==> src/rtl/core/multiplexed_timer_array_unit_defines.svh <==
// Assertion macros for the multiplexed timer array unit.
// Included by files that carry concurrent assertions; depends on nothing else.
`ifndef MULTIPLEXED_TIMER_ARRAY_UNIT_DEFINES_SVH
`define MULTIPLEXED_TIMER_ARRAY_UNIT_DEFINES_SVH

// Same-cycle implication, switched off while reset is asserted.
`define MTA_ASSERT_IMP(label, clk, rst_n, ante, cons, msg) \
    label: assert property (@(posedge clk) disable iff (!rst_n) (ante) |-> (cons)) \
        else $error(msg);

// Next-cycle implication, switched off while reset is asserted.
`define MTA_ASSERT_NXT(label, clk, rst_n, ante, cons, msg) \
    label: assert property (@(posedge clk) disable iff (!rst_n) (ante) |=> (cons)) \
        else $error(msg);

`endif

==> src/rtl/core/mta_pkg.sv <==
// Shared types and constants of the multiplexed timer array unit.
// Used by the channel interfaces, the divider and the top level; no dependencies.
package mta_pkg;

    localparam int CMD_W      = 3;
    localparam int ID_W       = 4;
    localparam int FIELD_W    = 16;
    localparam int MAX_FIRES  = 64;
    localparam int FIRE_CNT_W = 7;

    localparam logic [FIELD_W-1:0] DEFAULT_LATE_WINDOW = 16'd1000;

    localparam logic [CMD_W-1:0] CMD_TICK   = 3'd0;
    localparam logic [CMD_W-1:0] CMD_ATTACH = 3'd1;
    localparam logic [CMD_W-1:0] CMD_DETACH = 3'd2;
    localparam logic [CMD_W-1:0] CMD_CHANGE = 3'd3;
    localparam logic [CMD_W-1:0] CMD_SYNC   = 3'd4;
    localparam logic [CMD_W-1:0] CMD_FIRE   = 3'd5;

    typedef struct packed {
        logic busy;
        logic done;
    } div_stat_t;

endpackage

==> src/rtl/core/mta_req_if.sv <==
// Command channel of the multiplexed timer array unit: valid, ready and one command.
// Depends on mta_pkg for the field widths.
interface mta_req_if;
    import mta_pkg::*;

    logic               valid;
    logic               ready;
    logic [CMD_W-1:0]   cmd;
    logic [ID_W-1:0]    timer_id;
    logic [ID_W-1:0]    reference_id;
    logic [FIELD_W-1:0] delay;
    logic               periodic;
    logic [FIELD_W-1:0] now_count;

    modport source (output valid, cmd, timer_id, reference_id, delay, periodic, now_count,
                    input ready);
    modport sink   (input valid, cmd, timer_id, reference_id, delay, periodic, now_count,
                    output ready);
endinterface

==> src/rtl/core/mta_res_if.sv <==
// Result channel of the multiplexed timer array unit: valid, ready and one result.
// Depends on mta_pkg for the field widths.
interface mta_res_if;
    import mta_pkg::*;

    logic               valid;
    logic               ready;
    logic               fired;
    logic [ID_W-1:0]    fired_id;
    logic [FIELD_W-1:0] compare_value;
    logic               last;

    modport source (output valid, fired, fired_id, compare_value, last, input ready);
    modport sink   (input valid, fired, fired_id, compare_value, last, output ready);
endinterface

==> src/rtl/core/mta_ram.sv <==
// Generic single-port-write, single-port-read RAM with a registered read.
// No dependencies.
module mta_ram #(
    parameter int WIDTH = 33,
    parameter int DEPTH = 16
) (
    input  logic                                      clk,
    input  logic                                      we,
    input  logic [(DEPTH > 1 ? $clog2(DEPTH) : 1)-1:0] waddr,
    input  logic [WIDTH-1:0]                          wdata,
    input  logic [(DEPTH > 1 ? $clog2(DEPTH) : 1)-1:0] raddr,
    output logic [WIDTH-1:0]                          rdata
);
    logic [WIDTH-1:0] mem_reg [DEPTH];

    always_ff @(posedge clk)
    begin
        if (we)
        begin
            mem_reg[waddr] <= wdata;
        end
        rdata <= mem_reg[raddr];
    end
endmodule

==> src/rtl/core/mta_div.sv <==
// Restoring remainder unit, one quotient bit per cycle, for attach in sync.
// Depends on mta_pkg for the status struct.
module mta_div #(
    parameter int W = 16
) (
    input  logic                 clk,
    input  logic                 rst_n,
    input  logic                 start,
    input  logic [W-1:0]         dividend,
    input  logic [W-1:0]         divisor,
    output mta_pkg::div_stat_t   stat,
    output logic [W-1:0]         rem
);
    import mta_pkg::*;

    localparam int CNT_W = $clog2(W + 1);

    logic [W-1:0]     rem_reg;
    logic [W-1:0]     dvd_reg;
    logic [W-1:0]     dsr_reg;
    logic [CNT_W-1:0] cnt_reg;
    logic             busy_reg;
    logic             done_reg;
    logic [W:0]       trial;
    logic [W:0]       diff;

    assign trial = {rem_reg, dvd_reg[W-1]};
    assign diff  = trial - {1'b0, dsr_reg};

    always_ff @(posedge clk or negedge rst_n)
    begin
        if (!rst_n)
        begin
            rem_reg  <= '0;
            dvd_reg  <= '0;
            dsr_reg  <= '0;
            cnt_reg  <= '0;
            busy_reg <= 1'b0;
            done_reg <= 1'b0;
        end
        else
        begin
            done_reg <= 1'b0;
            if (start)
            begin
                rem_reg  <= '0;
                dvd_reg  <= dividend;
                dsr_reg  <= divisor;
                cnt_reg  <= CNT_W'(W);
                busy_reg <= 1'b1;
            end
            else if (busy_reg)
            begin
                // The partial remainder stays below the divisor, so W bits suffice.
                rem_reg <= diff[W] ? trial[W-1:0] : diff[W-1:0];
                dvd_reg <= {dvd_reg[W-2:0], 1'b0};
                cnt_reg <= cnt_reg - CNT_W'(1);
                if (cnt_reg == CNT_W'(1))
                begin
                    busy_reg <= 1'b0;
                    done_reg <= 1'b1;
                end
            end
        end
    end

    assign stat.busy = busy_reg;
    assign stat.done = done_reg;
    assign rem       = rem_reg;
endmodule

==> src/rtl/core/multiplexed_timer_array_unit.sv <==
// Multiplexed timer array unit: timer slots held in one RAM, scanned by a sequencer.
// Depends on mta_pkg, mta_req_if, mta_res_if, mta_ram, mta_div and the defines header.
//
// Usage: commands arrive on the req channel, one transfer each; results leave on the
// res channel. Every command gives one result, a tick one per timer fired (at most 64),
// and the final result of a command carries last. The user must write late_window
// by late_window_we/late_window_wdata only while the unit is idle; nothing enforces it.
// Scanning: slot data lives in a RAM with one read port, so every search of the slots
// walks it one entry a cycle. A plain command makes one search for the next compare
// value; attach in sync first waits for its remainder from the divider. A tick first
// searches for the most overdue slot, then per timer fired for the next compare value
// and once more for a due timer; if none fires, a search for the compare value follows.
// A new command is taken only once the previous one has finished; its last result may
// still wait in the output register. Results move on when res.ready is high; while it
// is low and a result waits, the sequencer holds before the next, the RAM state untouched.
// Reset stops every timer and sets late_window to 1000; slots that were never written
// read as zero, so no clearing pass is needed.
module multiplexed_timer_array_unit #(
    parameter int NUM_TIMERS   = 16,
    parameter int COUNTER_BITS = 16
) (
    input  logic                     clk,
    input  logic                     rst_n,
    input  logic                     late_window_we,
    input  logic [mta_pkg::FIELD_W-1:0] late_window_wdata,
    mta_req_if.sink                  req,
    mta_res_if.source                res
);
    import mta_pkg::*;

    `include "multiplexed_timer_array_unit_defines.svh"

    localparam int CW = COUNTER_BITS;
    localparam int IW = (NUM_TIMERS > 1) ? $clog2(NUM_TIMERS) : 1;
    localparam int SW = $clog2(NUM_TIMERS + 1);
    localparam int EW = 2 * CW + 1;

    typedef enum logic [3:0] {
        S_IDLE, S_RD, S_DEC, S_DIV, S_WRITE, S_FSCAN, S_CSCAN, S_EMIT, S_FUPD
    } state_t;

    state_t state_reg;

    logic [FIELD_W-1:0]    win_reg;
    logic [CMD_W-1:0]      cmd_reg;
    logic [ID_W-1:0]       id_reg;
    logic [ID_W-1:0]       ref_reg;
    logic [CW-1:0]         dly_reg;
    logic                  per_reg;
    logic [CW-1:0]         now_reg;
    logic                  ok_reg;
    logic                  ref_ok_reg;
    logic [NUM_TIMERS-1:0] running_reg;
    logic [NUM_TIMERS-1:0] wbit_reg;
    logic [SW-1:0]         scan_cnt_reg;
    logic [IW-1:0]         rd_idx_reg;
    logic                  rd_v_reg;
    logic                  fb_v_reg;
    logic [IW-1:0]         fb_idx_reg;
    logic [CW-1:0]         fb_late_reg;
    logic [CW-1:0]         fb_t_reg;
    logic [CW-1:0]         fb_d_reg;
    logic                  fb_p_reg;
    logic                  cb_v_reg;
    logic [CW-1:0]         cb_t_reg;
    logic [CW-1:0]         cb_key_reg;
    logic                  pend_v_reg;
    logic                  pend_fired_reg;
    logic [ID_W-1:0]       pend_id_reg;
    logic [CW-1:0]         pend_cmp_reg;
    logic                  last_reg;
    logic [FIRE_CNT_W-1:0] fire_cnt_reg;
    logic                  we_reg;
    logic [EW-1:0]         wdat_reg;
    logic                  set_run_reg;
    logic                  clr_run_reg;
    logic                  div_start_reg;
    logic [CW-1:0]         div_dvd_reg;
    logic                  res_v_reg;
    logic                  res_fired_reg;
    logic [ID_W-1:0]       res_id_reg;
    logic [FIELD_W-1:0]    res_cmp_reg;
    logic                  res_last_reg;

    logic          ram_we;
    logic [IW-1:0] ram_waddr;
    logic [EW-1:0] ram_wdata;
    logic [IW-1:0] ram_raddr;
    logic [EW-1:0] ram_q;
    logic [EW-1:0] q_eff;
    logic [CW-1:0] q_t;
    logic [CW-1:0] q_d;
    logic          q_p;
    logic [IW-1:0] id_idx;
    logic          run_id;
    logic [CW-1:0] late_w;
    logic [CW-1:0] key_w;
    logic          fire_due;
    logic          scan_end;
    logic          out_free;
    logic [CW-1:0] fupd_tgt;

    div_stat_t     div_stat;
    logic [CW-1:0] div_rem;
    logic [CW-1:0] sync_tgt;

    logic          dec_we;
    logic          dec_set;
    logic          dec_clr;
    logic          dec_fired;
    logic          dec_div;
    logic [EW-1:0] dec_wdat;
    logic [CW-1:0] dec_rem;
    logic [CW-1:0] dec_elapsed;
    logic [CW-1:0] dec_start;
    logic [CW-1:0] dec_diff;
    logic [CW-1:0] now_plus_dly;
    logic [CW-1:0] now_plus_qd;
    logic [CW-1:0] chg_tgt;

    mta_ram #(
        .WIDTH (EW),
        .DEPTH (NUM_TIMERS)
    ) u_slot_ram (
        .clk   (clk),
        .we    (ram_we),
        .waddr (ram_waddr),
        .wdata (ram_wdata),
        .raddr (ram_raddr),
        .rdata (ram_q)
    );

    mta_div #(
        .W (CW)
    ) u_div (
        .clk      (clk),
        .rst_n    (rst_n),
        .start    (div_start_reg),
        .dividend (div_dvd_reg),
        .divisor  (dly_reg),
        .stat     (div_stat),
        .rem      (div_rem)
    );

    assign id_idx   = IW'(id_reg);
    assign run_id   = running_reg[id_idx];
    assign fupd_tgt = fb_t_reg + fb_d_reg;
    assign sync_tgt = now_reg + (dly_reg - div_rem);

    // Write port: command write-back or re-arming of a periodic timer after a tick fire.
    always_comb
    begin
        ram_we    = 1'b0;
        ram_waddr = id_idx;
        ram_wdata = wdat_reg;
        if (state_reg == S_WRITE)
        begin
            ram_we = we_reg;
        end
        else if (state_reg == S_FUPD)
        begin
            ram_we    = fb_p_reg;
            ram_waddr = fb_idx_reg;
            ram_wdata = {fb_p_reg, fb_d_reg, fupd_tgt};
        end
    end

    always_comb
    begin
        ram_raddr = scan_cnt_reg[IW-1:0];
        if (state_reg == S_RD)
        begin
            ram_raddr = (cmd_reg == CMD_SYNC) ? IW'(ref_reg) : id_idx;
        end
    end

    // A slot that was never written reads as its reset value of zero.
    assign q_eff    = wbit_reg[rd_idx_reg] ? ram_q : '0;
    assign q_t      = q_eff[CW-1:0];
    assign q_d      = q_eff[2*CW-1:CW];
    assign q_p      = q_eff[2*CW];
    assign late_w   = now_reg - q_t;
    assign key_w    = q_t - now_reg;
    assign fire_due = running_reg[rd_idx_reg] && (32'(late_w) < 32'(win_reg));
    assign scan_end = (scan_cnt_reg == SW'(NUM_TIMERS)) && !rd_v_reg;
    assign out_free = !res_v_reg || res.ready;

    assign dec_rem      = q_t - now_reg;
    assign dec_elapsed  = q_d - dec_rem;
    // Attach in sync on its own slot uses the new delay that it is about to store.
    assign dec_start    = q_t - ((ref_reg == id_reg) ? dly_reg : q_d);
    assign dec_diff     = now_reg - dec_start;
    assign now_plus_dly = now_reg + dly_reg;
    assign now_plus_qd  = now_reg + q_d;

    // An overdue timer, or one that has already waited longer than the new delay,
    // fires at once and restarts from now.
    always_comb
    begin
        if ((dec_rem > q_d) || (dec_elapsed > dly_reg))
        begin
            chg_tgt = now_plus_dly;
        end
        else
        begin
            chg_tgt = q_t + dly_reg - q_d;
        end
    end

    always_comb
    begin
        dec_we    = 1'b0;
        dec_set   = 1'b0;
        dec_clr   = 1'b0;
        dec_fired = 1'b0;
        dec_div   = 1'b0;
        dec_wdat  = {q_p, q_d, q_t};
        case (cmd_reg)
            CMD_ATTACH:
            begin
                if (ok_reg && !run_id)
                begin
                    dec_we   = 1'b1;
                    dec_set  = 1'b1;
                    dec_wdat = {per_reg, dly_reg, now_plus_dly};
                end
            end
            CMD_DETACH:
            begin
                dec_clr = ok_reg;
            end
            CMD_CHANGE:
            begin
                if (ok_reg && (dly_reg != '0))
                begin
                    dec_we = 1'b1;
                    if (!run_id)
                    begin
                        dec_wdat = {q_p, dly_reg, q_t};
                    end
                    else
                    begin
                        dec_fired = (dec_rem > q_d) || (dec_elapsed > dly_reg);
                        dec_wdat  = {q_p, dly_reg, chg_tgt};
                    end
                end
            end
            CMD_SYNC:
            begin
                if (ok_reg && ref_ok_reg && !run_id)
                begin
                    if (dly_reg == '0)
                    begin
                        dec_we   = 1'b1;
                        dec_set  = 1'b1;
                        dec_wdat = {per_reg, dly_reg, now_reg};
                    end
                    else
                    begin
                        dec_div = 1'b1;
                    end
                end
            end
            CMD_FIRE:
            begin
                if (ok_reg)
                begin
                    dec_fired = 1'b1;
                    if (q_p)
                    begin
                        dec_we   = 1'b1;
                        dec_set  = 1'b1;
                        dec_wdat = {q_p, q_d, now_plus_qd};
                    end
                    else
                    begin
                        dec_clr = 1'b1;
                    end
                end
            end
            default:
            begin
            end
        endcase
    end

    always_ff @(posedge clk or negedge rst_n)
    begin
        if (!rst_n)
        begin
            state_reg      <= S_IDLE;
            win_reg        <= DEFAULT_LATE_WINDOW;
            cmd_reg        <= CMD_TICK;
            id_reg         <= '0;
            ref_reg        <= '0;
            dly_reg        <= '0;
            per_reg        <= 1'b0;
            now_reg        <= '0;
            ok_reg         <= 1'b0;
            ref_ok_reg     <= 1'b0;
            running_reg    <= '0;
            wbit_reg       <= '0;
            scan_cnt_reg   <= '0;
            rd_idx_reg     <= '0;
            rd_v_reg       <= 1'b0;
            fb_v_reg       <= 1'b0;
            fb_idx_reg     <= '0;
            fb_late_reg    <= '0;
            fb_t_reg       <= '0;
            fb_d_reg       <= '0;
            fb_p_reg       <= 1'b0;
            cb_v_reg       <= 1'b0;
            cb_t_reg       <= '0;
            cb_key_reg     <= '0;
            pend_v_reg     <= 1'b0;
            pend_fired_reg <= 1'b0;
            pend_id_reg    <= '0;
            pend_cmp_reg   <= '0;
            last_reg       <= 1'b0;
            fire_cnt_reg   <= '0;
            we_reg         <= 1'b0;
            wdat_reg       <= '0;
            set_run_reg    <= 1'b0;
            clr_run_reg    <= 1'b0;
            div_start_reg  <= 1'b0;
            div_dvd_reg    <= '0;
            res_v_reg      <= 1'b0;
            res_fired_reg  <= 1'b0;
            res_id_reg     <= '0;
            res_cmp_reg    <= '0;
            res_last_reg   <= 1'b0;
        end
        else
        begin
            if (late_window_we)
            begin
                win_reg <= late_window_wdata;
            end
            if (res.ready && !((state_reg == S_EMIT) && out_free))
            begin
                res_v_reg <= 1'b0;
            end
            div_start_reg <= 1'b0;
            rd_idx_reg    <= ram_raddr;
            rd_v_reg      <= 1'b0;

            case (state_reg)
                S_IDLE:
                begin
                    if (req.valid)
                    begin
                        cmd_reg      <= req.cmd;
                        id_reg       <= req.timer_id;
                        ref_reg      <= req.reference_id;
                        dly_reg      <= CW'(req.delay);
                        per_reg      <= req.periodic;
                        now_reg      <= CW'(req.now_count);
                        ok_reg       <= int'(req.timer_id) < NUM_TIMERS;
                        ref_ok_reg   <= int'(req.reference_id) < NUM_TIMERS;
                        fire_cnt_reg <= '0;
                        pend_v_reg   <= 1'b0;
                        scan_cnt_reg <= '0;
                        fb_v_reg     <= 1'b0;
                        state_reg    <= (req.cmd == CMD_TICK) ? S_FSCAN : S_RD;
                    end
                end
                S_RD:
                begin
                    state_reg <= S_DEC;
                end
                S_DEC:
                begin
                    we_reg         <= dec_we;
                    wdat_reg       <= dec_wdat;
                    set_run_reg    <= dec_set;
                    clr_run_reg    <= dec_clr;
                    pend_fired_reg <= dec_fired;
                    pend_id_reg    <= dec_fired ? id_reg : '0;
                    div_dvd_reg    <= dec_diff;
                    div_start_reg  <= dec_div;
                    state_reg      <= dec_div ? S_DIV : S_WRITE;
                end
                S_DIV:
                begin
                    if (div_stat.done)
                    begin
                        we_reg      <= 1'b1;
                        set_run_reg <= 1'b1;
                        wdat_reg    <= {per_reg, dly_reg, sync_tgt};
                        state_reg   <= S_WRITE;
                    end
                end
                S_WRITE:
                begin
                    if (set_run_reg)
                    begin
                        running_reg[id_idx] <= 1'b1;
                    end
                    else if (clr_run_reg)
                    begin
                        running_reg[id_idx] <= 1'b0;
                    end
                    if (we_reg)
                    begin
                        wbit_reg[id_idx] <= 1'b1;
                    end
                    scan_cnt_reg <= '0;
                    cb_v_reg     <= 1'b0;
                    state_reg    <= S_CSCAN;
                end
                S_FSCAN:
                begin
                    if (scan_cnt_reg != SW'(NUM_TIMERS))
                    begin
                        scan_cnt_reg <= scan_cnt_reg + SW'(1);
                        rd_v_reg     <= 1'b1;
                    end
                    // Strictly larger lateness wins, so ties stay with the lower slot.
                    if (rd_v_reg && fire_due && (!fb_v_reg || (late_w > fb_late_reg)))
                    begin
                        fb_v_reg    <= 1'b1;
                        fb_idx_reg  <= rd_idx_reg;
                        fb_late_reg <= late_w;
                        fb_t_reg    <= q_t;
                        fb_d_reg    <= q_d;
                        fb_p_reg    <= q_p;
                    end
                    if (scan_end)
                    begin
                        if (pend_v_reg)
                        begin
                            last_reg  <= !fb_v_reg;
                            state_reg <= S_EMIT;
                        end
                        else if (fb_v_reg)
                        begin
                            state_reg <= S_FUPD;
                        end
                        else
                        begin
                            pend_fired_reg <= 1'b0;
                            pend_id_reg    <= '0;
                            scan_cnt_reg   <= '0;
                            cb_v_reg       <= 1'b0;
                            state_reg      <= S_CSCAN;
                        end
                    end
                end
                S_FUPD:
                begin
                    if (!fb_p_reg)
                    begin
                        running_reg[fb_idx_reg] <= 1'b0;
                    end
                    else
                    begin
                        wbit_reg[fb_idx_reg] <= 1'b1;
                    end
                    fire_cnt_reg   <= fire_cnt_reg + FIRE_CNT_W'(1);
                    pend_fired_reg <= 1'b1;
                    pend_id_reg    <= ID_W'(fb_idx_reg);
                    scan_cnt_reg   <= '0;
                    cb_v_reg       <= 1'b0;
                    state_reg      <= S_CSCAN;
                end
                S_CSCAN:
                begin
                    if (scan_cnt_reg != SW'(NUM_TIMERS))
                    begin
                        scan_cnt_reg <= scan_cnt_reg + SW'(1);
                        rd_v_reg     <= 1'b1;
                    end
                    if (rd_v_reg && running_reg[rd_idx_reg]
                        && (!cb_v_reg || (key_w < cb_key_reg)))
                    begin
                        cb_v_reg   <= 1'b1;
                        cb_t_reg   <= q_t;
                        cb_key_reg <= key_w;
                    end
                    if (scan_end)
                    begin
                        pend_cmp_reg <= cb_v_reg ? cb_t_reg : (now_reg - CW'(1));
                        if ((cmd_reg == CMD_TICK) && (fire_cnt_reg != '0)
                            && (fire_cnt_reg != FIRE_CNT_W'(MAX_FIRES)))
                        begin
                            // Whether this fire is the final result is known only
                            // after the next search for a due timer.
                            pend_v_reg   <= 1'b1;
                            scan_cnt_reg <= '0;
                            fb_v_reg     <= 1'b0;
                            state_reg    <= S_FSCAN;
                        end
                        else
                        begin
                            last_reg  <= 1'b1;
                            state_reg <= S_EMIT;
                        end
                    end
                end
                S_EMIT:
                begin
                    if (out_free)
                    begin
                        res_v_reg     <= 1'b1;
                        res_fired_reg <= pend_fired_reg;
                        res_id_reg    <= pend_id_reg;
                        res_cmp_reg   <= FIELD_W'(pend_cmp_reg);
                        res_last_reg  <= last_reg;
                        if (last_reg)
                        begin
                            pend_v_reg <= 1'b0;
                            state_reg  <= S_IDLE;
                        end
                        else
                        begin
                            state_reg <= S_FUPD;
                        end
                    end
                end
                default:
                begin
                    state_reg <= S_IDLE;
                end
            endcase
        end
    end

    assign req.ready         = (state_reg == S_IDLE);
    assign res.valid         = res_v_reg;
    assign res.fired         = res_fired_reg;
    assign res.fired_id      = res_id_reg;
    assign res.compare_value = res_cmp_reg;
    assign res.last          = res_last_reg;

    `MTA_ASSERT_IMP(a_fire_cap, clk, rst_n, state_reg == S_FUPD, fire_cnt_reg < FIRE_CNT_W'(MAX_FIRES), "tick fired more timers than allowed")
    `MTA_ASSERT_IMP(a_quiet_id, clk, rst_n, res.valid && !res.fired, res.fired_id == '0, "result without a fire carries a slot number")
    `MTA_ASSERT_NXT(a_busy_after_take, clk, rst_n, req.valid && req.ready, state_reg != S_IDLE, "command transfer did not start the sequencer")
endmodule

==> src/flat_wrapper.sv <==
// flat-port wrapper written by rule: the top's interface ports become plain ports
module multiplexed_timer_array_unit_flat import mta_pkg::*;
#(
    parameter int NUM_TIMERS   = 16,
    parameter int COUNTER_BITS = 16
)
  (clk, rst_n, late_window_we, late_window_wdata, req_valid, req_cmd, req_timer_id, req_reference_id, req_delay, req_periodic, req_now_count, req_ready, res_valid, res_fired, res_fired_id, res_compare_value, res_last, res_ready);
  mta_req_if req_i ();
  mta_res_if res_i ();
  input  logic clk;
  input  logic rst_n;
  input  logic late_window_we;
  input  logic [mta_pkg::FIELD_W-1:0] late_window_wdata;
  input wire logic [$bits(req_i.valid)-1:0] req_valid;
  input wire logic [$bits(req_i.cmd)-1:0] req_cmd;
  input wire logic [$bits(req_i.timer_id)-1:0] req_timer_id;
  input wire logic [$bits(req_i.reference_id)-1:0] req_reference_id;
  input wire logic [$bits(req_i.delay)-1:0] req_delay;
  input wire logic [$bits(req_i.periodic)-1:0] req_periodic;
  input wire logic [$bits(req_i.now_count)-1:0] req_now_count;
  output wire logic [$bits(req_i.ready)-1:0] req_ready;
  output wire logic [$bits(res_i.valid)-1:0] res_valid;
  output wire logic [$bits(res_i.fired)-1:0] res_fired;
  output wire logic [$bits(res_i.fired_id)-1:0] res_fired_id;
  output wire logic [$bits(res_i.compare_value)-1:0] res_compare_value;
  output wire logic [$bits(res_i.last)-1:0] res_last;
  input wire logic [$bits(res_i.ready)-1:0] res_ready;
  assign req_i.valid = req_valid;
  assign req_i.cmd = req_cmd;
  assign req_i.timer_id = req_timer_id;
  assign req_i.reference_id = req_reference_id;
  assign req_i.delay = req_delay;
  assign req_i.periodic = req_periodic;
  assign req_i.now_count = req_now_count;
  assign req_ready = req_i.ready;
  assign res_valid = res_i.valid;
  assign res_fired = res_i.fired;
  assign res_fired_id = res_i.fired_id;
  assign res_compare_value = res_i.compare_value;
  assign res_last = res_i.last;
  assign res_i.ready = res_ready;
  multiplexed_timer_array_unit #(.NUM_TIMERS(NUM_TIMERS), .COUNTER_BITS(COUNTER_BITS)) u_core (.clk(clk), .rst_n(rst_n), .late_window_we(late_window_we), .late_window_wdata(late_window_wdata), .req(req_i), .res(res_i));
endmodule
==> config.mk <==
export PLATFORM = sky130hd
export DESIGN_NAME = multiplexed_timer_array_unit_flat
export DESIGN_NICKNAME = d
export VERILOG_FILES = /design/src/rtl/core/mta_pkg.sv /design/src/rtl/core/mta_req_if.sv /design/src/rtl/core/mta_res_if.sv /design/src/rtl/core/mta_ram.sv /design/src/rtl/core/mta_div.sv /design/src/rtl/core/multiplexed_timer_array_unit.sv /design/src/flat_wrapper.sv
export VERILOG_INCLUDE_DIRS = /design/src /design/src/rtl/core
export SDC_FILE = /design/constraint.sdc
export NUM_CORES = 2
export LEC_CHECK = 0
export ABC_AREA = 1
export BUFFER_PORTS_ARGS = -buffer_cell sky130_fd_sc_hd__buf_4
export CAP_MARGIN = 20
export CELL_PAD_IN_SITES_DETAIL_PLACEMENT = 0
export CELL_PAD_IN_SITES_GLOBAL_PLACEMENT = 1
export CORE_MARGIN = 4
export CORE_UTILIZATION = 51
export CTS_BUF_LIST = sky130_fd_sc_hd__clkbuf_2
export CTS_CLUSTER_SIZE = 28
export DETAILED_ROUTE_END_ITERATION = 7
export PLACE_DENSITY_LB_ADDON = 0.15
export RECOVER_POWER = 50
export SYNTH_ARGS = -nofsm -noshare
export SYNTH_HDL_FRONTEND = slang
export SYNTH_HIERARCHICAL = 1
export SYNTH_SLANG_ARGS = --single-unit
==> constraint.sdc <==
create_clock -name clk -period 7.51 [get_ports clk]
set_clock_uncertainty 0.1 [all_clocks]
set_input_delay 0.751 -clock clk [delete_from_list [all_inputs] [get_ports clk]]
set_output_delay 0.751 -clock clk [all_outputs]
set_load 0.05 [all_outputs]
After elaboration in Yosys (flattened, before gate mapping):

Memories as Yosys holds them, arrays and structs flattened. A register that Yosys moved wholly into a read port is not among the register bits.
Cells that the tools add are included.

* register bits after elaboration: 355
* RAM bits: 528
* output and inout port bits: 24
* input port bits: 65
* word-level logic and storage cells: 303
* memories kept: 1

* muxes and demuxes: 129
* order comparisons: 10
* equality and inequality tests: 35
* reductions and logical operators: 58
* $add $sub $neg: 17
* bitwise gates (word level): 7

Memory list
* u_core.u_slot_ram.mem_reg: words 16, bits a word 33, read ports 1, clocked after memory_dff 1, write ports 1, RTL line mta_ram.sv:14 `logic [WIDTH-1:0] mem_reg [DEPTH];`

Operator list (number)
* $mux 33: 9
* $mux 16: 14
* $pmux 33 s4: 1
* $sub 16x16->16: 7
* $add 16x16->16: 5
* $pmux 33 s2: 1
* $mux 4: 16
* $pmux 16 s2: 2
* $mux 1: 52
* $gt 16x16->1: 3
* $or 16x16->16: 3
* $mux 5: 9
* $and 16x16->16: 2
* $lt 16x16->1: 2
* $mux 32: 1
* $not 16->16: 2
* $pmux 4 s8: 1
* $ne 2x1->1 const B: 10
* $pmux 5 s4: 1
* $reduce_and 5->1: 4
* $sub 17x16->17: 1
* $eq 4x3->1 const B: 4
* $logic_not 16->1: 1
* $reduce_and 2->1: 8
* other kinds (43): 97

Longest topological paths before layout:

* depth in word-level cells: 12
* depth in mapped cells: 49
* mapped depth without buffers: 42

Cells and area by module:

Netlist, hierarchy kept.

By module, submodules not included
* multiplexed_timer_array_unit: times used 1, cells an instance 3245, area each 23807.8 µm², seq. area each 7489.7 µm²
* mta_ram: times used 1, cells an instance 2185, area each 23241.0 µm², seq. area each 16515.8 µm²
* mta_div: times used 1, cells an instance 503, area each 3524.6 µm², seq. area each 1376.3 µm²

Worst setup path after synthesis:

OpenSTA, ideal clock, no wires.

* kind: register to register
* start point: register u_core.rd_idx_reg[0]
* end point: register u_core.wdat_reg[6]
* data required time: 7.290 ns
* cell stages (with the launch flop): 44
* slack: 1.375 ns
* clock period less this slack: 6.135 ns
* setup time: 0.120 ns
* arrival: 5.915 ns
* buffers on the path: 7
* path through: dfrtp_1 > buf_6 > buf_6 > nand2_1 > nand3_1 > nand3_1 > nand3_2 > nand2_4 > buf_8 > buf_2 > buf_1 > nand2_1 > ha_1 > buf_2 > nand2_1 > nor3_1 > nor2_2 > nand2_2 > [8 not listed] > a211oi_1 > o311ai_0 > xor2_1 > ha_1 > nand2_1 > inv_1 > nand3_1 > nor3_1 > a211oi_1 > a21o_1 > clkbuf_1 > nand3_1 > nand3_1 > nand2_1 > nand2_1 > nand2_1 > nand2_1 > a21oi_1

* longest elaborated chain between the ends: 12
* elaborated cells between the ends (all ways): 21
* classes of those cells: 5 x add/sub; 2 x order compare; 13 x mux; 1 x reduce/logical

RTL lines
* start, declared: RTL line multiplexed_timer_array_unit.sv:56 `logic [IW-1:0] rd_idx_reg;`
* start signal, assigned: RTL line multiplexed_timer_array_unit.sv:344 `rd_idx_reg <= ram_raddr;`
* $bmux 1 s4 (*): RTL line multiplexed_timer_array_unit.sv:178 `assign q_eff = wbit_reg[rd_idx_reg] ? ram_q : '0;`
* $mux 1 (implied by the code) (*): RTL line multiplexed_timer_array_unit.sv:178
* $mux 33 (*): RTL line multiplexed_timer_array_unit.sv:178
* $sub 16x16->16: RTL line multiplexed_timer_array_unit.sv:188 `assign dec_rem = q_t - now_reg;`
* $sub 16x16->16: RTL line multiplexed_timer_array_unit.sv:189 `assign dec_elapsed = q_d - dec_rem;`
* $gt 16x16->1: RTL line multiplexed_timer_array_unit.sv:200 `if ((dec_rem > q_d) || (dec_elapsed > dly_reg))`
* $logic_or 1x1->1: RTL line multiplexed_timer_array_unit.sv:200
* $mux 16: RTL line multiplexed_timer_array_unit.sv:200
* $mux 16: RTL line multiplexed_timer_array_unit.sv:237 `if (!run_id)`
* $mux 32: RTL line multiplexed_timer_array_unit.sv:234 `if (ok_reg && (dly_reg != '0))`
* $pmux 33 s4 (*): RTL line multiplexed_timer_array_unit.sv:218 `case (cmd_reg)`
* $pmux 33 s2 (*): RTL line multiplexed_timer_array_unit.sv:347 `case (state_reg)`
* end signal, assigned: RTL line multiplexed_timer_array_unit.sv:374 `wdat_reg <= dec_wdat;`
* end signal, assigned: RTL line multiplexed_timer_array_unit.sv:389 `wdat_reg <= {per_reg, dly_reg, sync_tgt};`
* end, declared: RTL line multiplexed_timer_array_unit.sv:74 `logic [EW-1:0] wdat_reg;`

Mark *: on every way between the ends. The rest lies on a longest branch, timed or not. The select of a mux whose other input is x is not followed.
A chain may end at the register's enable or synchronous reset.

Final worst setup path:

* start point: register u_core.rd_idx_reg[1]
* end point: register u_core.pend_fired_reg

* longest elaborated chain between the ends: 11
* elaborated cells between the ends (all ways): 12
* classes of those cells: 2 x add/sub; 2 x order compare; 7 x mux; 1 x reduce/logical

RTL lines
* $bmux 1 s4 (*): RTL line multiplexed_timer_array_unit.sv:178
* $mux 1 (implied by the code) (*): RTL line multiplexed_timer_array_unit.sv:178
* $mux 33 (*): RTL line multiplexed_timer_array_unit.sv:178
* $sub 16x16->16: RTL line multiplexed_timer_array_unit.sv:188
* $sub 16x16->16: RTL line multiplexed_timer_array_unit.sv:189
* $gt 16x16->1: RTL line multiplexed_timer_array_unit.sv:243 `dec_fired = (dec_rem > q_d) || (dec_elapsed > dly_reg);`
* $logic_or 1x1->1 (*): RTL line multiplexed_timer_array_unit.sv:243
* $mux 1 (*): RTL line multiplexed_timer_array_unit.sv:237
* $mux 1 (*): RTL line multiplexed_timer_array_unit.sv:234
* $pmux 1 s2 (*): RTL line multiplexed_timer_array_unit.sv:218
* $pmux 1 s3 (*): RTL line multiplexed_timer_array_unit.sv:347
* end signal, assigned: RTL line multiplexed_timer_array_unit.sv:377 `pend_fired_reg <= dec_fired;`
* end, declared: RTL line multiplexed_timer_array_unit.sv:68 `logic pend_fired_reg;`

Marks and branches as above.

==> results by group <==
Global route
  – Vias in the first global route: 41.0k
  – Gr ovfl total: 0
  – M2 GR Usage: 0.497
  – Busiest layer in global routing: met2
  – Antenna violations before repair: 8
  – Total GRT Usage: 0.325
  – Met3 Use GR: 0.0665
  – GR Layer Usage met1: 0.459
  – Largest net degree at the start of global routing: 154
  – First-pass GRT wire length: 253000 um

Critical path
  – CP arrival: 8.28 ns
  – Most frequent CP cell: nand2_1
  – CP Capture Type: flip-flop
  – Crit path from: u_core/rd_idx_reg[1]
  – Worst reg-to-reg setup slack: 0.58 ns
  – Reg2reg start: u_core/rd_idx_reg[1]
  – CP delay by family, top: simple AND/OR/NAND/NOR gates
  – CP Class: reg2reg
  – Crit path capture: u_core/pend_fired_reg
  – R2R cell count: 34
  – Startpoint Class: flip-flop
  – Critical path's slowest cell: dfrtp_1
  – Worst path max stage delay: 0.50 ns
  – Worst-path maximum fanout: 19
  – FF-to-FF End: u_core/pend_fired_reg
  – WP data required: 8.85 ns
  – Crit path depth: 34
  – CP Buf/Inv Count: 2

Final layout
  – Nets: 6725
  – Largest register FFs: 528
  – Share of post-route cells with drive strength above 1: 0.101
  – Area growth syn-to-layout: 13.5%
  – Layout Cells excl Fill: 7894

Placed design
  – Placement Setup Slack: 0.490 ns
  – Placer Congestion: 0.990
  – Placed Cells: 7199
  – I/O Buffers: 88
  – DP HPWL: 111000 um

STA
  – Tmin final: 6.93 ns
  – Unrepaired setup endpoints after global routing: no
  – Final WS setup: 0.576 ns
  – Final slew viol count: 757
  – Fmax: 0.144 GHz
  – Tcrit/Tclk final: 0.923
  – Setup TNS: 0 ns
  – Rel. slew slack: -2.71
  – Worst Tran Pin Value: 5.56 ns
  – Final setup fails: 0
  – Hold Violations, Final: 0

Drt
  – Drt first pass iters: 6
  – DRC violation count after routing: 0
  – Vias after detailed routing: 42.9k
  – Antenna viol nets, final: 0
  – DR WL/cell: 21.5 um
  – Total wire length: 170000 um
  – Per-cell via count in the routed design: 5.44
  – Initial DRC count: 4080

Min path
  – Worst hold path class: in2reg

Clocking
  – Num CTS Buffers: 238
  – Htree depth: 4
  – Root buf cell: clkbuf_2
  – CTS tree: built
  – CTS sink count: 915
  – Clock tree buffer depth: 3
  – Worst skew pair latency: 1.63 ns
  – Clk slew on worst S/H paths: 0.11 ns

Run status
  – Failing checks: max-capacitance violations, max-slew violations
  – Outcome: complete, but fails checks

Die
  – Die Width: 323 um
  – Die height: 323 um
  – Starting density of the core: 0.514
  – Core footprint: 98400 um2
  – FP Rows: 115
  – Die ar.: 104000 um2
  – IO Pins: 89

Synth
  – Mean Syn Cell Area: 8.52 um2
  – Synth Instances: 5932
  – YS warnings: 6
  – Syn Nets: 6260
  – Mapped Area: 50600 um2

Run
  – Max Cap Viol: 12
-- timing repair --
action                                 in CTS  in global routing
resized for setup                           0                  1
hold buffers                              243                  0
setup buffers                               0                  0
endpoints found under the hold margin     444                  0
setup endpoints to repair                   0                 12
-- cells in the final DEF, fill, tap and decap left out, types with 6 or more instances in the layout --
master,n
a211oi_1,15
a21oi_1,260
a21oi_2,6
a221oi_1,6
a31oi_1,36
buf_4,145
clkbuf_1,47
clkbuf_2,367
clkbuf_4,15
clkinv_1,49
clkinv_2,13
dfrtp_1,347
dfstp_2,6
dfxtp_1,33
diode_2,12
dlygate4sd3_1,242
edfxtp_1,528
fa_1,51
ha_1,212
inv_1,973
inv_2,13
mux2_2,9
nand2_1,1589
nand2_2,25
nand3_1,548
nand3_2,10
nand4_1,26
nor2_1,234
nor2_4,18
nor3_1,30
nor4_1,7
o211ai_1,32
o21ai_0,370
o21ai_1,40
o21bai_1,19
o221ai_1,31
o22ai_1,17
o31ai_1,9
xnor2_1,38
xor2_1,94
-- worst register-to-register path: cells and delay by family, from the launching register on --
family | cells | cell delay [ns]
AO/OA/AOI/OAI | 8 | 1.74
buffers and inverters | 2 | 0.24
AND/OR/NAND/NOR | 19 | 2.38
flip-flops | 1 | 0.50
adder cells (fa/ha/maj) | 3 | 1.18
XOR/XNOR | 2 | 0.69
-- metrics by stage --
step	util	cell area, um2	hold WS (ns)
2_1_floorplan	-	50600	0.321
3_3_place_gp	0.538	52900	0.339
3_5_place_dp	0.538	53000	0.342
4_1_cts	0.585	57600	0.00349
5_1_grt	0.583	57400	0.127
6_report	0.583	57400	0.195
-- cell type report --
class | count | area (um2)
sequential | 915 | 25400
antenna | 12 | 30.0
fill | 8972 | 41000
clock inverter | 72 | 362
timing repair buffer | 455 | 3910
tap | 1287 | 1610
clock buffer | 366 | 1830
inverter | 989 | 3720
multi-input combinational | 3798 | 20600
-- per-layer routing --
metal | routed length [um] | part of all wire | vias to the layer above
met5 | 0 | 0 | -
met4 | 6590 | 0.039 | 0
met3 | 14600 | 0.086 | 386
met2 | 74700 | 0.44 | 1774
met1 | 73800 | 0.44 | 20400
li1 | - | - | 20400
-- worst min-delay path by stage --
stage / startpoint / depth (start not counted) / slack, ns / to
4_1_cts: req_valid / 5 / 0.003 / u_core/fb_v_reg
2_1_floorplan: u_core/wbit_reg[2] / 2 / 0.32 / u_core/wbit_reg[2]
5_1_grt: req_valid / 5 / 0.13 / u_core/fb_v_reg
3_3_place_gp: u_core/wbit_reg[4] / 2 / 0.34 / u_core/wbit_reg[4]
3_5_place_dp: u_core/wbit_reg[6] / 2 / 0.34 / u_core/wbit_reg[6]
6_report: req_valid / 5 / 0.19 / u_core/fb_v_reg
Power is not shown: default switching activity piles up to over one toggle a cycle in this logic, so the estimate is an artifact.
